## src/rtl/core/twde_pkg.sv

```systemverilog
// Package for the tile word dictionary encoder.
// Holds the payload structs and fixed field widths; no dependencies.
package twde_pkg;
  localparam int TileW = 12;
  localparam int IdW   = 10;
  localparam int OutTiles = 4;

  typedef struct packed {
    logic [TileW-1:0] tile_index;
    logic             row_end;
  } in_item_t;

  typedef struct packed {
    logic [IdW-1:0]   word_id;
    logic             is_new;
    logic [TileW-1:0] tile_a;
    logic [TileW-1:0] tile_b;
    logic [TileW-1:0] tile_c;
    logic [TileW-1:0] tile_d;
    logic             dict_full;
  } out_item_t;

  typedef enum logic [1:0] {
    ST_IDLE,
    ST_SCAN,
    ST_DONE
  } scan_state_t;
endpackage

```

## src/rtl/core/twde_gather.sv

```systemverilog
// Front part: gathers tiles into padded words and queues them.
// Depends on twde_pkg.
module twde_gather #(
  parameter int WORD_TILES = 4
) (
  input  logic                                   clk,
  input  logic                                   rst,
  input  logic                                   push,
  output logic                                   full,
  input  twde_pkg::in_item_t                     in_item,
  output logic                                   word_valid,
  input  logic                                   word_take,
  output logic [WORD_TILES*twde_pkg::TileW-1:0]  word
);
  localparam int CntW = (WORD_TILES > 1) ? $clog2(WORD_TILES) : 1;
  localparam int WW = WORD_TILES*twde_pkg::TileW;

  logic [WW-1:0] gather;
  logic [CntW-1:0] count;
  logic [WW-1:0] q [2];
  logic [1:0] qcnt;
  logic rd_ptr, wr_ptr;
  logic [WW-1:0] word_next;
  logic accept, done;

  assign full = (qcnt == 2'd2);
  assign accept = push && !full;
  assign done = in_item.row_end || ({1'b0, count} == (CntW+1)'(WORD_TILES-1));

  always_comb begin
    word_next = gather;
    word_next[count*twde_pkg::TileW +: twde_pkg::TileW] = in_item.tile_index;
  end

  always_ff @(posedge clk) begin
    if (rst) begin
      gather <= '0;
      count <= '0;
      qcnt <= '0;
      rd_ptr <= 1'b0;
      wr_ptr <= 1'b0;
    end else begin
      if (accept) begin
        if (done) begin
          q[wr_ptr] <= word_next;
          wr_ptr <= !wr_ptr;
          gather <= '0;
          count <= '0;
        end else begin
          gather <= word_next;
          count <= count + 1'b1;
        end
      end
      if (word_take) rd_ptr <= !rd_ptr;
      qcnt <= qcnt + {1'b0, accept && done} - {1'b0, word_take};
    end
  end

  assign word_valid = (qcnt != 2'd0);
  assign word = q[rd_ptr];
endmodule

```

## config.mk

```make
export PLATFORM = sky130hd
export DESIGN_NAME = twde_gather
export DESIGN_NICKNAME = d
export VERILOG_FILES = /design/src/rtl/core/twde_pkg.sv /design/src/rtl/core/twde_gather.sv
export SDC_FILE = /design/constraint.sdc
export NUM_CORES = 1
export LEC_CHECK = 0
export ABC_AREA = 1
export CAP_MARGIN = 25
export CORE_AREA = 2 2 108 121
export DETAILED_ROUTE_END_ITERATION = 7
export DIE_AREA = 0 0 110 123
export DONT_BUFFER_PORTS = 1
export PLACE_DENSITY_LB_ADDON = 0.3
export SLEW_MARGIN = 30
export SYNTH_ARGS = -nofsm -noshare
export SYNTH_HDL_FRONTEND = slang
export SYNTH_SLANG_ARGS = --single-unit
```

## constraint.sdc

```tcl
create_clock -name clk -period 4.75 [get_ports clk]
set_input_delay 0.2375 -clock clk [delete_from_list [all_inputs] [get_ports clk]]
set_output_delay 0.2375 -clock clk [all_outputs]
set_load 0.03 [all_outputs]
```

# Word level (Yosys, flattened, before mapping)
# Memories as Yosys holds them, arrays and structs flattened. A register that Yosys moved wholly into a read port is not among the register bits.
# Cells that the tools add are included.
[totals]
ff_bits = 54
latchBits = 0
mem_bits_rw = 96
romBits = 0
input_bits = 17
word_cells = 32
n_memories = 1
[mem_list]
columns = ["memory", "depth", "width", "read_ports", "rd_ports_with_merged_regs", "write_ports", "line_no", "source"]
rows = [
  ["q", 2, 48, 1, 1, 1, "twde_gather.sv:20", "logic [WW-1:0] q [2];"],
]
[classes]
addsub = 4
multipliers = 1
div = 0
n_lt_le_gt_ge = 0
n_eq_ne = 2
shift = 2
muxes = 9
n_bitwise = 0
n_reduce_logical = 8
[ops]
columns = ["cell", "count"]
rows = [
  ["bitwise mux 48 bit", 1],
  ["2-to-1 mux 48 bit", 1],
  ["variable shift 12 x 34 -> 48 bit (first input constant)", 1],
  ["variable part select 12 x 34 -> 48 bit", 1],
  ["negator 6 -> 34 bit", 1],
  ["2-to-1 mux 1 bit", 6],
  ["== test 2 bit (second input constant)", 2],
  ["multiplier 2 x 2 -> 4 bit (second input constant)", 1],
  ["zero test 1 bit", 3],
  ["adder 2 x 1 -> 2 bit", 1],
  ["adder 2 x 1 -> 2 bit (second input constant)", 1],
  ["logical AND 1 bit", 2],
  ["2-to-1 mux 2 bit", 1],
  ["AND reduction 2 bit", 1],
  ["nonzero test 2 bit", 1],
  ["subtractor 2 x 1 -> 2 bit", 1],
  ["logical OR 1 bit", 1],
]

# Longest topological paths before layout
# Gate-level depths: netlist of the first run.
[depth]
word_depth = 6
depth_mapped = 15
mapped_depth_nobuf = 11

# Least setup slack after synthesis of the first run
# No wires, ideal clock.
[synth_timing]
path_type = "register -> register"
start = "register count[0]"
end = "memory q[1][0] (netlist name), enable pin"
t_arrival_ns = 4.044
slack_ns = 0.193
path_stages_with_launch = 6
path_buffers = 0
synth_period_minus_slack_ns = 4.557
cell_sequence = "dfxtp_1 ha_1 nor2_1 nor2_1 inv_1 nor3_1"
[synth_via]
elab_chain_len = 6
[synth_rtl]
columns = ["item", "line_no", "source"]
rows = [
  ["start, declared", "twde_gather.sv:19", "logic [CntW-1:0] count;"],
  ["start signal, assigned", "twde_gather.sv:51", "count <= count + 1'b1;"],
  ["== test 2 bit", "twde_gather.sv:28", "assign done = in_item.row_end || ({1'b0, count} == (CntW+1)'(WORD_TILES-1));"],
  ["logical OR 1 bit", "twde_gather.sv:28", ""],
  ["2-to-1 mux 1 bit", "twde_gather.sv:44", "if (done) begin"],
  ["2-to-1 mux 1 bit", "twde_gather.sv:43", "if (accept) begin"],
  ["2-to-1 mux 1 bit", "twde_gather.sv:36", "if (rst) begin"],
  ["2-to-1 mux 1 bit (implied by the code)", "twde_gather.sv:45", "q[wr_ptr] <= word_next;"],
  ["end, declared", "twde_gather.sv:20", ""],
]
# Every way passes these cells.

# Worst setup path after layout of the first run
[layout_timing]
start = "register count[0]"
end = "register gather[16]"
[layout_via]
elab_chain_len = 5
elab_cells_between_ends = 8
[layout_rtl]
columns = ["item", "line_no", "source"]
rows = [
  ["multiplier 2 x 2 -> 4 bit *", "twde_gather.sv:32", "word_next[count*twde_pkg::TileW +: twde_pkg::TileW] = in_item.tile_index;"],
  ["negator 6 -> 34 bit *", "twde_gather.sv:32", ""],
  ["variable part select 12 x 34 -> 48 bit / variable shift 12 x 34 -> 48 bit (equally long branches)", "twde_gather.sv:32", ""],
  ["bitwise mux 48 bit *", "twde_gather.sv:32", ""],
  ["via word_next[16]", "twde_gather.sv:23", "logic [WW-1:0] word_next;"],
  ["2-to-1 mux 48 bit *", "twde_gather.sv:44", ""],
  ["end signal, assigned", "twde_gather.sv:50", "gather <= word_next;"],
  ["end, declared", "twde_gather.sv:18", "logic [WW-1:0] gather;"],
]
# Mark *: on every way through the listed nets, which the timed path passes. The rest lies on a longest branch.
# A chain may end at the register's enable or synchronous reset.

==> results.md, run 1 <==
- Status: finished clean
- Worst-path maximum fanout: 23
- Worst-path clk slew: 0.06 ns
- WP data arrival: 3.16 ns
- Area of the core: 0.0123 mm^2
- Worst hold path cell count: 2
- CTS Buffer Depth: 2
- Initial antenna violation count: 0
- Final WL: 15.0 mm
- Port Buffers: 0
- DIE HEIGHT: 123 um
- Vias in the first global route: 4503
- Pin count of the biggest net entering global routing: 56
- Post-synthesis cell area: 0.00666 mm^2
- Metal3 WL: 959 um
- Syn_nets: 684
- DR vias: 4592
- Crit end category: flop
- Max-slew headroom: 44.3%
- DRT iter0 DRCs: 328
- Peak supply drop: 0.266 mV
- Post-CTS sizing: 0
- Final setup viols: 0
- Pre-antenna DRT Iters: 5
- YS warnings: 0
- Global-route wire length before repair: 23.8 mm
- Latest clock arrival within the worst-skew pair: 0.42 ns
- FMAX: 356 MHz
- Fin crit period: 2.81 ns
- Unrepaired setup endpoints after global routing: no
- Met2 routed WL: 7.74 mm
- Sequential share of power: 47.8%
- Crit path from: count[0]
- Rows: 43
- Internal power: 2240 uW
- Pwr/cell area: 419 mW/mm^2
- Total negative slack: 0 ns
- Share of post-route cells with drive strength above 1: 16.1%
- Commonest non-fill, non-tap cell in the layout: nand2_1
- Register area share after synthesis: 59.8%
- Hold Vio Cnt, Final: 0
- Met1 Routed Length: 6.05 mm
- Non-Filler Instances: 820
- Worst R2R Setup Slack: 1.94 ns
- Sw power: 821 uW
- # DRC: 0
- Syn Inst Count: 659
- Full die area: 0.0135 mm^2
- Fin Hold WS: 0.121 ns
- TritonCTS buffer count: 17
- CTS sink cnt: 151
- Distinct cells, synth: 30
- Max cap viols: 0
- Skew final: 0.00761 ns
- Worst Hold Class: input port to flop
- Root Driver: clkbuf_16
- Crit path kind: flop to flop
- Gate power share: 12.1%
- Final ANT Viol Nets: 0
- Most frequent cells in the layout: nand2_1 (231), edfxtp_1 (96), nand3_1 (64)
- Reg-to-reg critical path endpoint: gather[16]
- Top Ports: 67
- Die X-Extent: 110 um
- Fillers: 997
- H-tree depth: 4
- DPL Wire Length: 10.1 mm
- Crit start category: flop
- TritonCTS clock tree: built
- Clock power share: 40.1%
- CP Data Required Time: 5.10 ns
- Initial Util: 54.1%
- Via density: 5.60
- GPL Wtd Cong: 0.887
- # diodes: 0
- Leak: 0.00251 uW
- DP Cell Count: 786
- DR WL/cell: 18.3 um
- Switch share: 26.8%
- Number of synthesized register bits: 151
- Placed Instance Area: 0.00673 mm^2
- GR Overflow Total: 0
- Hold path endpoint: q[0][3]
- Min-delay src: in_item[4]
- Avg Inst Size Synth: 10.1 um^2
- Fin crit share: 59.2%
- Final Slew Violations: 0
- Worst Reg-to-Reg Cells: 10
- Worst-Margin Slew: 0.832 ns
- Highest routing layer actually used: met4
- Layout area overhead: 9.66%
- Final Instance Area: 0.00730 mm^2
- GRT Resource Usage Total: 23.8%
- FF-to-FF Start: count[0]
- Layout net count: 675
-- power by group through the flow --
stage                     clock, uW  sequential (uW)  combinational [uW]
after floorplan                   0             1470                 315
after global placement            0             1490                 355
after detailed placement          0             1490                 360
after CTS                      1240             1470                 371
after global routing           1300             1470                 399
final                          1230             1460                 370
-- worst max-delay path, cell delays in order, from the launching register on --
cell and delay, ns:
dfxtp_1 0.30, buf_4 0.25, inv_4 0.16, ha_1 0.40, inv_2 0.33, nand3_1 0.11, nor2_1 0.65, nand3_1 0.20
nand2_1 0.15, nand2_1 0.06, a21oi_1 0.13
-- synthesized netlist by cell type (all sizes together) --
cell type | number | area [um^2]
nor2 | 13 | 51.3
a21oi | 51 | 255
o22ai | 4 | 25.0
nand2 | 236 | 903
nor3b | 1 | 7.51
ha | 8 | 100
dfxtp | 55 | 1100
mux2 | 48 | 541
inv | 19 | 73.8
clkbuf | 20 | 75.1
o21ai | 17 | 104
nor3 | 3 | 26.3
nand4 | 1 | 12.5
edfxtp | 96 | 2880
nand3 | 67 | 350
xor2 | 1 | 8.76
xnor2 | 2 | 17.5
or2 | 1 | 6.26
buf | 16 | 119
-- per-layer routing --
layer  vias up  global-route usage (%)
met5         -                       0
met4         0                    8.54
met3        17                    6.59
met2       146                    39.9
met1      2187                    29.3
li1       2242                       -
-- repair_timing --
item	4_1_cts	5_1_grt
hold endpoints to repair	55	0
buffers inserted	0	0
hold buffers	2	0
-- worst max path at each step --
stage | endpoint | depth (start not counted)
2_1_floorplan | q[1][0] | 5
3_3_place_gp | gather[13] | 10
3_5_place_dp | gather[16] | 10
4_1_cts | gather[16] | 10
5_1_grt | gather[15] | 10
6_report | gather[16] | 10
-- sequential cells by signal (all words and copies together), names as in the netlist, named ones only --
register / count
q: 96
gather: 48
count: 2
qcnt: 2
rd_ptr: 1
wr_ptr: 1
-- stage by stage --
| step | setup slack, ns | total power [uW] | util [%] |
|---|---|---|---|
| finish | 1.94 | 3060 | 59.3 |
| global route | 1.71 | 3170 | 59.3 |
| CTS | 1.96 | 3080 | 59.3 |
| detailed placement | 1.98 | 1850 | 54.7 |
| global placement | 2.10 | 1850 | 54.6 |
| floorplan | 0.193 | 1790 | - |
-- logic make-up (layout without fill, tap and decap cells) --
family | after synthesis | count (layout) | share of synthesized area, %
buffers and inverters | 55 | 59 | 4.02
XOR/XNOR | 3 | 3 | 0.395
adder cells (fa/ha/maj) | 8 | 8 | 1.50
AND/OR/NAND/NOR | 322 | 322 | 20.4
AO/OA/AOI/OAI | 72 | 72 | 5.77
flip-flops | 151 | 151 | 59.8
multiplexers | 48 | 48 | 8.12
-- cell type report --
type | instances | area [um^2] | share of cell area [%]
tap | 157 | 196 | 2.69
inverter | 19 | 73.8 | 1.01
multi-input combinational | 453 | 2430 | 33.3
clock buffer | 19 | 433 | 5.93
sequential | 151 | 3990 | 54.6
clock inverter | 13 | 106 | 1.46
timing repair buffer | 8 | 75.1 | 1.03
No activity file was read; power rests on OpenSTA's default activity.
==> inputs of run 2 (changes only) <==
Clock period 4.75 ns to 2.8 ns, I/O delays scaled along.
==> run 2 against run 1 <==
Against the previous run:
- via count rose by 1.2%
- clock-buffer cell count did not move
- utilization rose by 0.50 points
- sequential cell count did not move
- combinational power rose by 76%
- sequential power rose by 69%
- worst setup slack got worse by 1.5 ns
- critical path type unchanged
- critical endpoint is now gather[14]
==> results.md, run 2 (synthesized netlist as in run 1, its figures left out) <==
- Top Ports: 67
- Total negative slack: 0 ns
- DR vias: 4646
- Critical path's top delay family: simple AND/OR/NAND/NOR gates
- Worst-path maximum fanout: 16
- Worst-path clk slew: 0.06 ns
- Final ANT Viol Nets: 0
- Crit end category: flop
- Global-route wire length before repair: 24.2 mm
- Peak supply drop: 0.406 mV
- TritonCTS buffer count: 17
- Share of post-route cells with drive strength above 1: 17.5%
- GRT Resource Usage Total: 24.1%
- Max cap viols: 0
- CTS Buffer Depth: 2
- Pre-antenna DRT Iters: 5
- Crit path kind: flop to flop
- Port Buffers: 0
- Max-slew headroom: 60.0%
- Worst Hold Class: input port to flop
- Unrepaired setup endpoints after global routing: no
- FMAX: 430 MHz
- Pwr/cell area: 696 mW/mm^2
- CP Data Required Time: 3.15 ns
- Final Instance Area: 0.00736 mm^2
- TritonCTS clock tree: built
- GR Overflow Total: 0
- Vias in the first global route: 4736
- Full die area: 0.0135 mm^2
- Crit-path cells: inv_1 > ha_1 > inv_2 > nand2_4 > nand2_2 > o21ai_1 > nand3_1 > nand2_1 > nand2_1 > a21oi_1
- Most flops, register: q
- Worst-Margin Slew: 0.599 ns
- Top Registers: q: 96 flops, gather: 48 flops
- Most frequent cells in the layout: nand2_1 (231), edfxtp_1 (96), nand3_1 (64)
- Initial antenna violation count: 0
- Fin crit share: 83.0%
- Non-Filler Instances: 825
- Max reg flops: 96
- CTS sink cnt: 151
- Fin crit period: 2.32 ns
- Status: finished clean
- Via density: 5.63
- Hold_buf cts: 2
- DPL Wire Length: 10.2 mm
- Placed Instance Area: 0.00680 mm^2
- Slowest stage cell, crit path: ha_1
- Layout area overhead: 10.6%
- Final setup viols: 0
- Worst R2R Setup Slack: 0.48 ns
- Final WL: 15.0 mm
- Commonest non-fill, non-tap cell in the layout: nand2_1
- # DRC: 0
- DRT iter0 DRCs: 339
- DR WL/cell: 18.2 um
- GPL Wtd Cong: 0.907
- Initial Util: 54.1%
- Layout net count: 680
- Critical path's largest stage delay: 0.50 ns
- Top cell by count, worst path: nand2_1
- WP data arrival: 2.68 ns
- Pin count of the biggest net entering global routing: 56
- Total power: 5130 uW
- # diodes: 0
- H-tree depth: 4
- Crit start category: flop
- Skew final: 0.00994 ns
- Final Slew Violations: 0
- Area of the core: 0.0123 mm^2
- DIE HEIGHT: 123 um
- Buf/Inv on CP: 2
- Rows: 43
- Latest clock arrival within the worst-skew pair: 0.42 ns
- Root Driver: clkbuf_16
- Hold Vio Cnt, Final: 0
- Die X-Extent: 110 um
- DP Cell Count: 791
- Leak: 0.00256 uW
- Setup Fix Bufs, Post-CTS: 0
- Post-CTS sizing: 0
## run 2: per-stage QoR
stage | hold WS, ns | setup WS (ns) | util, %
final | 0.0136 | 0.475 | 59.8
after global routing | 0.0120 | 0.233 | 59.8
after CTS | 0.00417 | 0.493 | 59.8
after detailed placement | 0.218 | 0.513 | 55.2
after global placement | 0.212 | 0.532 | 55.2
after floorplan | 0.294 | 0.357 | -
## run 2: final timing paths
| path | to | cells after the start | from |
|---|---|---|---|
| hold / removal | q[0][3] | 2 | in_item[4] |
| hold reg to reg | gather[5] | 2 | gather[5] |
| setup reg to reg | gather[14] | 10 | count[1] |
| setup / recovery | gather[14] | 10 | count[1] |
## run 2: final cells by class
type,count,area [um^2]
fill,1028,4960
sequential,151,3990
tap,157,196
inverter,19,73.8
multi-input combinational,453,2440
clock buffer,19,443
timing repair buffer,13,145
clock inverter,13,83.8
## run 2: report_power, final
group          total [uW]  internal [uW]  leakage [uW]  switching [uW]
Sequential           2470           2430       0.00123            36.8
Combinational         651            172       0.00107             480
Clock                2000           1140      0.000258             859
## run 2: metal layers
layer / vias up / share of wire [%] / track usage (%)
li1: 2242 / - / -
met1: 2248 / 42 / 30.3
met2: 124 / 49 / 38.9
met3: 32 / 5.5 / 5.85
met4: 0 / 3.1 / 11.9
met5: - / 0 / 0
